==> config.mk <==
export PLATFORM = sky130hd
export DESIGN_NAME = scan_disk_request_scheduler_core
export DESIGN_NICKNAME = d
export VERILOG_FILES = /design/src/hw/rtl/sdrs_pkg.sv /design/src/hw/rtl/sdrs_cell.sv /design/src/hw/rtl/scan_disk_request_scheduler_core.sv
export SDC_FILE = /design/constraint.sdc
export NUM_CORES = 2
export LEC_CHECK = 0
export ABC_AREA = 1
export BUFFER_PORTS_ARGS = -buffer_cell sky130_fd_sc_hd__buf_2
export CAP_MARGIN = 30
export CORE_MARGIN = 4
export CORE_UTILIZATION = 55
export CTS_CLUSTER_SIZE = 25
export DETAILED_ROUTE_END_ITERATION = 6
export GPL_ROUTABILITY_DRIVEN = 1
export PLACE_DENSITY = 0.7
export RECOVER_POWER = 50
export SLEW_MARGIN = 40
export SYNTH_ARGS = -nofsm -noshare
export SYNTH_HDL_FRONTEND = slang
export SYNTH_SLANG_ARGS = --single-unit
export TNS_END_PERCENT = 30
==> constraint.sdc <==
create_clock -name clk -period 11.4 [get_ports clk]
set_clock_uncertainty 0.2 [all_clocks]
set_input_delay 1.14 -clock clk [delete_from_list [all_inputs] [get_ports clk]]
set_output_delay 1.14 -clock clk [all_outputs]
set_load 0.02 [all_outputs]
==> src/hw/rtl/sdrs_pkg.sv <==
// shared types and codes for the scan disk request scheduler
// used by sdrs_cell and scan_disk_request_scheduler_core, no dependencies
package sdrs_pkg;

  localparam int ADDR_W   = 10;
  localparam int CLIENT_W = 8;

  // input item kinds
  localparam logic KIND_REQ  = 1'b0;
  localparam logic KIND_DONE = 1'b1;

  typedef struct packed {
    logic [ADDR_W-1:0]   addr;
    logic [CLIENT_W-1:0] client;
    logic                wr;
  } entry_t;

  // running best candidate handed down the chain
  typedef struct packed {
    logic   found;
    entry_t ent;
  } best_t;

  // control broadcast from the sequencer to every cell
  typedef struct packed {
    logic              append_en;
    logic              remove_en;
    logic [ADDR_W-1:0] head;
    entry_t            new_ent;
  } cell_ctl_t;

  typedef enum logic [1:0] {
    ST_IDLE,
    ST_DECIDE,
    ST_SEARCH,
    ST_PICK
  } state_t;

endpackage

==> src/hw/rtl/sdrs_cell.sv <==
// one queue slot of the scheduler chain: holds a pending request and
// registers the nearest-up / nearest-down candidate seen so far; uses sdrs_pkg
module sdrs_cell #(
  parameter int IDX_W    = 4,
  parameter int CNT_W    = 5,
  parameter int CELL_IDX = 0
) (
  input  logic                  clk,
  input  sdrs_pkg::cell_ctl_t   ctl,
  input  logic [CNT_W-1:0]      count,
  input  logic [IDX_W-1:0]      rm_idx,
  input  sdrs_pkg::entry_t      nb_ent,
  input  sdrs_pkg::best_t       up_in,
  input  logic [IDX_W-1:0]      up_idx_in,
  input  sdrs_pkg::best_t       dn_in,
  input  logic [IDX_W-1:0]      dn_idx_in,
  output sdrs_pkg::entry_t      ent,
  output sdrs_pkg::best_t       up_out,
  output logic [IDX_W-1:0]      up_idx_out,
  output sdrs_pkg::best_t       dn_out,
  output logic [IDX_W-1:0]      dn_idx_out
);

  sdrs_pkg::entry_t ent_r, ent_nxt;
  sdrs_pkg::best_t  up_r, up_nxt, dn_r, dn_nxt;
  logic [IDX_W-1:0] up_idx_r, up_idx_nxt, dn_idx_r, dn_idx_nxt;
  logic             valid;
  logic             take_up, take_dn;

  assign valid = count > CNT_W'(CELL_IDX);

  // strict compare keeps the earlier arrival on equal addresses
  assign take_up = valid && (ent_r.addr >= ctl.head) &&
                   (!up_in.found || ent_r.addr < up_in.ent.addr);
  assign take_dn = valid && (ent_r.addr <= ctl.head) &&
                   (!dn_in.found || ent_r.addr > dn_in.ent.addr);

  always_comb begin
    ent_nxt = ent_r;
    if (ctl.remove_en && (rm_idx <= IDX_W'(CELL_IDX))) begin
      // close the gap left by the removed item
      ent_nxt = nb_ent;
    end else if (ctl.append_en && (count == CNT_W'(CELL_IDX))) begin
      ent_nxt = ctl.new_ent;
    end
  end

  always_comb begin
    up_nxt     = up_in;
    up_idx_nxt = up_idx_in;
    dn_nxt     = dn_in;
    dn_idx_nxt = dn_idx_in;
    if (take_up) begin
      up_nxt     = '{found: 1'b1, ent: ent_r};
      up_idx_nxt = IDX_W'(CELL_IDX);
    end
    if (take_dn) begin
      dn_nxt     = '{found: 1'b1, ent: ent_r};
      dn_idx_nxt = IDX_W'(CELL_IDX);
    end
  end

  always_ff @(posedge clk) begin
    ent_r    <= ent_nxt;
    up_r     <= up_nxt;
    up_idx_r <= up_idx_nxt;
    dn_r     <= dn_nxt;
    dn_idx_r <= dn_idx_nxt;
  end

  assign ent        = ent_r;
  assign up_out     = up_r;
  assign up_idx_out = up_idx_r;
  assign dn_out     = dn_r;
  assign dn_idx_out = dn_idx_r;

endmodule

==> src/hw/rtl/scan_disk_request_scheduler_core.sv <==
// scan (elevator) disk request scheduler: sequencer plus a chain of sdrs_cell
// slots that both hold the pending queue and search it; uses sdrs_pkg
// result strobe: registered from ST_DECIDE when no dispatch search runs, and
// from ST_PICK after ST_SEARCH when one runs (one chain stage per cycle)
// one item at a time: taken only in ST_IDLE, busy high until its result is registered
// reset: synchronous active-low, empties the queue, head 0, upward sweep
module scan_disk_request_scheduler_core #(
  parameter int QUEUE_DEPTH = 16,
  parameter int DISK_BLOCKS = 1024,
  localparam int CNT_W      = $clog2(QUEUE_DEPTH + 1)
) (
  input  logic                          clk,
  input  logic                          rst_n,
  input  logic                          start,
  output logic                          busy,
  input  logic                          in_kind,
  input  logic [sdrs_pkg::ADDR_W-1:0]   in_req_addr,
  input  logic [sdrs_pkg::CLIENT_W-1:0] in_req_client,
  input  logic                          in_req_write,
  output logic                          out_valid,
  output logic                          out_dispatched,
  output logic [sdrs_pkg::ADDR_W-1:0]   out_disp_addr,
  output logic [sdrs_pkg::CLIENT_W-1:0] out_disp_client,
  output logic                          out_disp_write,
  output logic                          out_done_valid,
  output logic [sdrs_pkg::CLIENT_W-1:0] out_done_client,
  output logic                          out_parked,
  output logic [sdrs_pkg::ADDR_W-1:0]   out_head_now,
  output logic                          out_dropped,
  output logic [CNT_W-1:0]              out_pending_now
);

  localparam int IDX_W = (QUEUE_DEPTH > 1) ? $clog2(QUEUE_DEPTH) : 1;
  localparam int AW    = sdrs_pkg::ADDR_W;
  localparam int CW    = sdrs_pkg::CLIENT_W;
  localparam bit SAT_EN = DISK_BLOCKS < (1 << AW);
  localparam logic [AW-1:0] ADDR_MAX = SAT_EN ? AW'(DISK_BLOCKS - 1) : {AW{1'b1}};
  localparam logic [IDX_W-1:0] SRCH_LAST = IDX_W'(QUEUE_DEPTH - 2);

  sdrs_pkg::state_t state_r, state_nxt;

  logic [CNT_W-1:0] count_r, count_nxt;
  logic [AW-1:0]    head_r, head_nxt;
  logic             going_up_r, going_up_nxt;
  logic             inflight_r, inflight_nxt;
  logic [CW-1:0]    busy_client_r, busy_client_nxt;
  logic [IDX_W-1:0] srch_cnt_r, srch_cnt_nxt;
  logic             drop_r, drop_nxt;
  logic             done_r, done_nxt;
  logic [CW-1:0]    done_client_r, done_client_nxt;

  logic             out_valid_r, out_valid_nxt;
  logic             out_disp_r, out_disp_nxt;
  sdrs_pkg::entry_t out_ent_r, out_ent_nxt;
  logic             out_done_r, out_done_nxt;
  logic [CW-1:0]    out_done_client_r, out_done_client_nxt;
  logic             out_parked_r, out_parked_nxt;
  logic [AW-1:0]    out_head_r, out_head_nxt;
  logic             out_drop_r, out_drop_nxt;
  logic [CNT_W-1:0] out_pend_r, out_pend_nxt;

  logic accept, need_search, fin_short, do_park, do_pick, full;
  logic use_up;
  sdrs_pkg::best_t     sel;
  logic [IDX_W-1:0]    sel_idx;
  sdrs_pkg::cell_ctl_t ctl;

  sdrs_pkg::entry_t ent_w    [QUEUE_DEPTH];
  sdrs_pkg::best_t  up_w     [QUEUE_DEPTH+1];
  sdrs_pkg::best_t  dn_w     [QUEUE_DEPTH+1];
  logic [IDX_W-1:0] up_idx_w [QUEUE_DEPTH+1];
  logic [IDX_W-1:0] dn_idx_w [QUEUE_DEPTH+1];

  // ---------------- sequencer ----------------
  assign full        = count_r >= CNT_W'(QUEUE_DEPTH);
  assign need_search = !inflight_r && (count_r != '0);

  always_comb begin
    state_nxt = state_r;
    case (state_r)
      sdrs_pkg::ST_IDLE:   if (start) state_nxt = sdrs_pkg::ST_DECIDE;
      sdrs_pkg::ST_DECIDE: state_nxt = need_search ? sdrs_pkg::ST_SEARCH : sdrs_pkg::ST_IDLE;
      sdrs_pkg::ST_SEARCH: if (srch_cnt_r == SRCH_LAST) state_nxt = sdrs_pkg::ST_PICK;
      sdrs_pkg::ST_PICK:   state_nxt = sdrs_pkg::ST_IDLE;
      default:             state_nxt = sdrs_pkg::ST_IDLE;
    endcase
  end

  always_comb begin
    accept    = 1'b0;
    fin_short = 1'b0;
    do_park   = 1'b0;
    do_pick   = 1'b0;
    busy      = 1'b1;
    case (state_r)
      sdrs_pkg::ST_IDLE: begin
        busy   = 1'b0;
        accept = start;
      end
      sdrs_pkg::ST_DECIDE: begin
        fin_short = !need_search;
        do_park   = !inflight_r && (count_r == '0);
      end
      sdrs_pkg::ST_SEARCH: ;
      sdrs_pkg::ST_PICK:   do_pick = 1'b1;
      default:             busy = 1'b1;
    endcase
  end

  // ---------------- chain of cells ----------------
  // keep the current direction while it has a candidate, otherwise reverse
  assign use_up  = going_up_r ? up_w[QUEUE_DEPTH].found : !dn_w[QUEUE_DEPTH].found;
  assign sel     = use_up ? up_w[QUEUE_DEPTH] : dn_w[QUEUE_DEPTH];
  assign sel_idx = use_up ? up_idx_w[QUEUE_DEPTH] : dn_idx_w[QUEUE_DEPTH];

  always_comb begin
    ctl.append_en      = accept && (in_kind == sdrs_pkg::KIND_REQ) && !full;
    ctl.remove_en      = do_pick;
    ctl.head           = head_r;
    ctl.new_ent.addr   = (in_req_addr > ADDR_MAX) ? ADDR_MAX : in_req_addr;
    ctl.new_ent.client = in_req_client;
    ctl.new_ent.wr     = in_req_write;
  end

  assign up_w[0]     = '0;
  assign dn_w[0]     = '0;
  assign up_idx_w[0] = '0;
  assign dn_idx_w[0] = '0;

  for (genvar i = 0; i < QUEUE_DEPTH; i++) begin : g_cell
    sdrs_pkg::entry_t nb;
    if (i == QUEUE_DEPTH - 1) begin : g_last
      assign nb = ent_w[i];
    end else begin : g_mid
      assign nb = ent_w[i+1];
    end

    sdrs_cell #(
      .IDX_W    (IDX_W),
      .CNT_W    (CNT_W),
      .CELL_IDX (i)
    ) u_cell (
      .clk        (clk),
      .ctl        (ctl),
      .count      (count_r),
      .rm_idx     (sel_idx),
      .nb_ent     (nb),
      .up_in      (up_w[i]),
      .up_idx_in  (up_idx_w[i]),
      .dn_in      (dn_w[i]),
      .dn_idx_in  (dn_idx_w[i]),
      .ent        (ent_w[i]),
      .up_out     (up_w[i+1]),
      .up_idx_out (up_idx_w[i+1]),
      .dn_out     (dn_w[i+1]),
      .dn_idx_out (dn_idx_w[i+1])
    );
  end

  // ---------------- scheduler state ----------------
  always_comb begin
    count_nxt       = count_r;
    head_nxt        = head_r;
    going_up_nxt    = going_up_r;
    inflight_nxt    = inflight_r;
    busy_client_nxt = busy_client_r;
    drop_nxt        = drop_r;
    done_nxt        = done_r;
    done_client_nxt = done_client_r;
    srch_cnt_nxt    = (state_r == sdrs_pkg::ST_SEARCH) ? srch_cnt_r + 1'b1 : '0;

    if (accept) begin
      drop_nxt        = (in_kind == sdrs_pkg::KIND_REQ) && full;
      done_nxt        = (in_kind == sdrs_pkg::KIND_DONE) && inflight_r;
      done_client_nxt = '0;
      if (ctl.append_en) count_nxt = count_r + 1'b1;
      if ((in_kind == sdrs_pkg::KIND_DONE) && inflight_r) begin
        done_client_nxt = busy_client_r;
        inflight_nxt    = 1'b0;
        busy_client_nxt = '0;
      end
    end
    if (do_park) head_nxt = '0;
    if (do_pick) begin
      head_nxt        = sel.ent.addr;
      going_up_nxt    = use_up;
      inflight_nxt    = 1'b1;
      busy_client_nxt = sel.ent.client;
      count_nxt       = count_r - 1'b1;
    end
  end

  // ---------------- result register ----------------
  always_comb begin
    out_valid_nxt       = fin_short || do_pick;
    out_disp_nxt        = do_pick;
    out_ent_nxt         = do_pick ? sel.ent : '0;
    out_done_nxt        = done_r;
    out_done_client_nxt = done_client_r;
    out_parked_nxt      = do_park;
    out_head_nxt        = head_nxt;
    out_drop_nxt        = drop_r;
    out_pend_nxt        = count_nxt;
  end

  always_ff @(posedge clk) begin
    if (!rst_n) begin
      state_r       <= sdrs_pkg::ST_IDLE;
      count_r       <= '0;
      head_r        <= '0;
      going_up_r    <= 1'b1;
      inflight_r    <= 1'b0;
      busy_client_r <= '0;
      srch_cnt_r    <= '0;
      drop_r        <= 1'b0;
      done_r        <= 1'b0;
      done_client_r <= '0;
      out_valid_r   <= 1'b0;
    end else begin
      state_r       <= state_nxt;
      count_r       <= count_nxt;
      head_r        <= head_nxt;
      going_up_r    <= going_up_nxt;
      inflight_r    <= inflight_nxt;
      busy_client_r <= busy_client_nxt;
      srch_cnt_r    <= srch_cnt_nxt;
      drop_r        <= drop_nxt;
      done_r        <= done_nxt;
      done_client_r <= done_client_nxt;
      out_valid_r   <= out_valid_nxt;
    end
  end

  always_ff @(posedge clk) begin
    if (out_valid_nxt) begin
      out_disp_r        <= out_disp_nxt;
      out_ent_r         <= out_ent_nxt;
      out_done_r        <= out_done_nxt;
      out_done_client_r <= out_done_client_nxt;
      out_parked_r      <= out_parked_nxt;
      out_head_r        <= out_head_nxt;
      out_drop_r        <= out_drop_nxt;
      out_pend_r        <= out_pend_nxt;
    end
  end

  assign out_valid       = out_valid_r;
  assign out_dispatched  = out_disp_r;
  assign out_disp_addr   = out_ent_r.addr;
  assign out_disp_client = out_ent_r.client;
  assign out_disp_write  = out_ent_r.wr;
  assign out_done_valid  = out_done_r;
  assign out_done_client = out_done_client_r;
  assign out_parked      = out_parked_r;
  assign out_head_now    = out_head_r;
  assign out_dropped     = out_drop_r;
  assign out_pending_now = out_pend_r;

  // ---------------- checks ----------------
  a_count_bound: assert property (@(posedge clk) disable iff (!rst_n)
    count_r <= CNT_W'(QUEUE_DEPTH))
    else $error("pending count above queue depth");

  a_pick_found: assert property (@(posedge clk) disable iff (!rst_n)
    (state_r == sdrs_pkg::ST_PICK) |-> (up_w[QUEUE_DEPTH].found || dn_w[QUEUE_DEPTH].found))
    else $error("dispatch search found no candidate");

  a_disp_inflight: assert property (@(posedge clk) disable iff (!rst_n)
    (out_valid_r && out_disp_r) |-> inflight_r)
    else $error("dispatched item without in-flight request");

  a_park_head: assert property (@(posedge clk) disable iff (!rst_n)
    (out_valid_r && out_parked_r) |-> (out_head_r == '0 && out_pend_r == '0 && !out_disp_r))
    else $error("parked result with nonzero head or pending items");

  a_pick_result: assert property (@(posedge clk) disable iff (!rst_n)
    (state_r == sdrs_pkg::ST_PICK) |=> (out_valid_r && out_disp_r && head_r == out_ent_r.addr))
    else $error("dispatch not reported or head not moved");

endmodule

==> summary.md <==
| Metric | Value |
|---|---|
| Setup crit end | g_cell[8].u_cell.ent[17] |
| GRT overflow | 0 |
| CP required | 11.58 ns |
| Post-route minimum period | 6.54 ns |
| Avg Cell Area, Syn | 8.15 um^2 |
| Worst Min Path Start | g_cell[3].u_cell.dn_idx_out[1] |
| Max clock buf depth | 3 |
| Peak VDD IR | 129 uV |
| Num ports | 71 |
| Critical Path End Type | flop |
| CTS H-tree depth | 3 |
| P&R area growth vs syn | 9.46% |
| Unrepaired setup endpoints after global routing | false |
| Max Clk Rate | 0.153 GHz |
| Worst setup SP type | flop |
| Port Buf Inserts | 70 |
| Mapped Cells | 6,443 |
| Via Count | 44,200 |
| Share of cells above drive strength 1 | 4.44% |
| Largest net degree at the start of global routing | 58 |
| Reg2reg setup slack | 4.86 ns |
| Max Fanout on Critical Path | 57 |
| Avg WL per Cell | 21.1 um |
| Die area | 101,000 um^2 |
| Final net count | 6,863 |
| Status | finished, violations left |
| Slew HR | -108% |
| Most common flop cell mapped by yosys | dfxtp_1 |
| Leak pwr | 26.6 nW |
| Crit Path Class | flop to flop |
| Vias in the first global route | 41,500 |
| GPL Wtd Cong | 0.953 |
| TNS Setup | 0 ns |
| Asr flop ratio synth | 0% |
| WP data arrival | 6.72 ns |
| Syn nets | 6,918 |
| Worst r2r path cells | 9 |
| Core area | 94,900 um^2 |
| Cts repair resizes | 0 |
| Postcts setup bufs | 0 |
| Final Hold Violating Endpoints | 0 |
| CTS sink cnt | 1,130 |
| Slew Limit Fails | 413 |
| Clock transition at the registers of the reported paths | 0.06 ns |
| Place WS | 7.28 ns |
| First-pass GRT wire length | 245,000 um |
| Antenna violations before repair | 2 |
| Final Cycle Share | 57.3% |
| Detailed Route WL | 164,000 um |
| Pwr per Cell Area | 188 nW/um^2 |
| Final setup margin | 4.86 ns |
| Syn Std Cell Area | 52,500 um^2 |
| Violated checks | max-capacitance violations, max-slew violations |
| Drt drc | 0 |
| Iter 0 DRT Violations | 4,985 |
| Vias/cell | 5.70 |
| Hpwl dp | 117,000 um |
| Distinct cell type count of the synthesized netlist | 41 |
| Worst Hold Class | flop to flop |
| Sequential area share after synthesis | 49.7% |
| Max-cap violations | 13 |
| Register bit count reported by yosys | 1,130 |
| Root Driver | clkbuf_16 |
| Total iterations of the first detailed-routing run | 6 |
| Crit. Startpoint | state_r[0] |
| Die Height | 317 um |
| GR Util All Layers | 32.1% |
| CTS buffer count | 112 |
| Starting Density | 55.4% |
| # fillers | 8,198 |
| Tot Pwr | 10.8 mW |
| Worst-Margin Slew | 3.09 ns |
| Antenna-violating nets left | 0 |
| Final setup viols | 0 |
| Diodes inserted | 0 |
| TritonCTS clock tree | built |
| # hold bufs at CTS | 0 |
| Clk_lat worst skew | 0.71 ns |
| Row Count | 113 |
| EDFF count, synth | 350 |
| R2R Path Start | state_r[0] |
| Warnings from Yosys | 0 |
| RR Endpoint | g_cell[8].u_cell.ent[17] |
| Die W | 317 um |
per-stage QoR:
step / hold slack (ns) / utilization [%] / instance area [um^2] / cells
6_report: 0.199 / 60.6 / 57500 / 7753
5_1_grt: 0.222 / 60.6 / 57500 / 7753
4_1_cts: 0.200 / 60.9 / 57800 / 7748
3_5_place_dp: 0.199 / 56.7 / 53800 / 7534
3_3_place_gp: 0.194 / 56.6 / 53700 / 7529
2_1_floorplan: 0.188 / - / 52500 / 6443
cell type report:
| class | instances | area (um^2) | area share [%] |
|---|---|---|---|
| Timing Repair Buffer | 150 | 742 | 1.29 |
| Sequential cell | 1130 | 26100 | 45.4 |
| Multi-Input combinational cell | 4270 | 22400 | 38.9 |
| Tap cell | 1265 | 1580 | 2.75 |
| Inverter | 724 | 2720 | 4.73 |
| Clock buffer | 162 | 3310 | 5.75 |
| Clock inverter | 52 | 657 | 1.14 |
critical path: stages (launching register included):
cell and delay (ns):
dfxtp_1 0.38, nand2_1 0.07, clkbuf_1 0.56, inv_1 0.99, nand2_1 0.52, nand2_1 0.18
clkbuf_1 1.58, nand2_1 1.09, o21ai_1 0.30, buf_4 0.33
cells in the final DEF, fill, tap and decap left out, types with 10 or more instances in the layout:
master	instances
bufinv_16	13
clkbuf_1	130
or2_2	17
dfxtp_1	779
nand3_2	10
clkinv_1	13
clkbuf_8	21
inv_1	705
o21ai_1	10
o21bai_1	16
a21oi_1	236
clkinv_2	18
ha_1	452
a21boi_0	11
nand3_1	422
nor2_1	332
edfxtp_1	350
clkbuf_16	117
inv_2	11
a21o_1	30
buf_4	37
nand2_1	2164
o21ai_0	202
nand4_1	330
nand2_2	10
synthesized netlist by cell type, types with 11 or more instances:
cell,instances,area [um^2]
a21oi_1,235,1180
nand4_1,330,2060
inv_1,721,2710
nand3_1,431,2160
o21ai_0,192,961
nor2_1,332,1250
edfxtp_1,350,10500
nand2_1,2170,8150
ha_1,452,5660
clkbuf_1,232,871
buf_1,14,52.6
o21ai_1,17,85.1
dfxtp_1,780,15600
a21o_1,30,225
a21boi_0,11,82.6
or2_2,17,106
buf_2,51,255
o21bai_1,16,120
metal layers:
metal / routed length [um] / GRT usage [%]
met3: 15000 / 5.73
met2: 75300 / 52.2
met4: 11200 / 18.6
met5: 0 / 0
met1: 62300 / 40.3
kinds of logic (layout without fill, tap and decap cells):
| group | Yosys count | in the layout | share of synthesized area, % |
|---|---|---|---|
| and+or+nand+nor | 3293 | 3293 | 26.3 |
| AOI/OAI and AO/OA | 522 | 522 | 5.40 |
| adders and majority gates | 452 | 452 | 10.8 |
| DFF | 1130 | 1130 | 49.7 |
| xor gates and xnor gates | 3 | 3 | 0.0500 |
| buffers and inverters | 1043 | 1088 | 7.78 |
where the power goes:
part / total, mW / leakage (nW) / switching, mW / internal, mW
Clock: 3.93 / 1.94 / 1.61 / 2.32
Sequential: 5.15 / 9.59 / 0.394 / 4.76
Combinational: 1.71 / 15.1 / 1.16 / 0.555
Total: 10.8 / 26.6 / 3.16 / 7.63
state kept, by name, summed over array words and instances, names as in the netlist, 4 cells and up, named ones only:
register and count:
count_r 5, done_client_r 8, out_disp_client 8, out_pending_now 5, g_cell.u_cell.dn_out 320, busy_client_r 8
out_head_now 10, out_done_client 8, head_r 10, srch_cnt_r 4, g_cell.u_cell.ent 304, g_cell.u_cell.up_idx_out 49
g_cell.u_cell.dn_idx_out 49, out_disp_addr 10, g_cell.u_cell.up_out 320
worst min path at each step:
stage / endpoint / cells after the start / slack [ns]
floorplan: g_cell[10].u_cell.dn_idx_out[1] / 2 / 0.19
global placement: g_cell[5].u_cell.up_idx_out[0] / 2 / 0.19
detailed placement: g_cell[15].u_cell.up_idx_out[1] / 2 / 0.20
CTS: g_cell[4].u_cell.dn_idx_out[1] / 2 / 0.20
global route: g_cell[4].u_cell.dn_idx_out[1] / 2 / 0.22
finish: g_cell[4].u_cell.dn_idx_out[1] / 2 / 0.20
(Power assumes the default switching activity.)
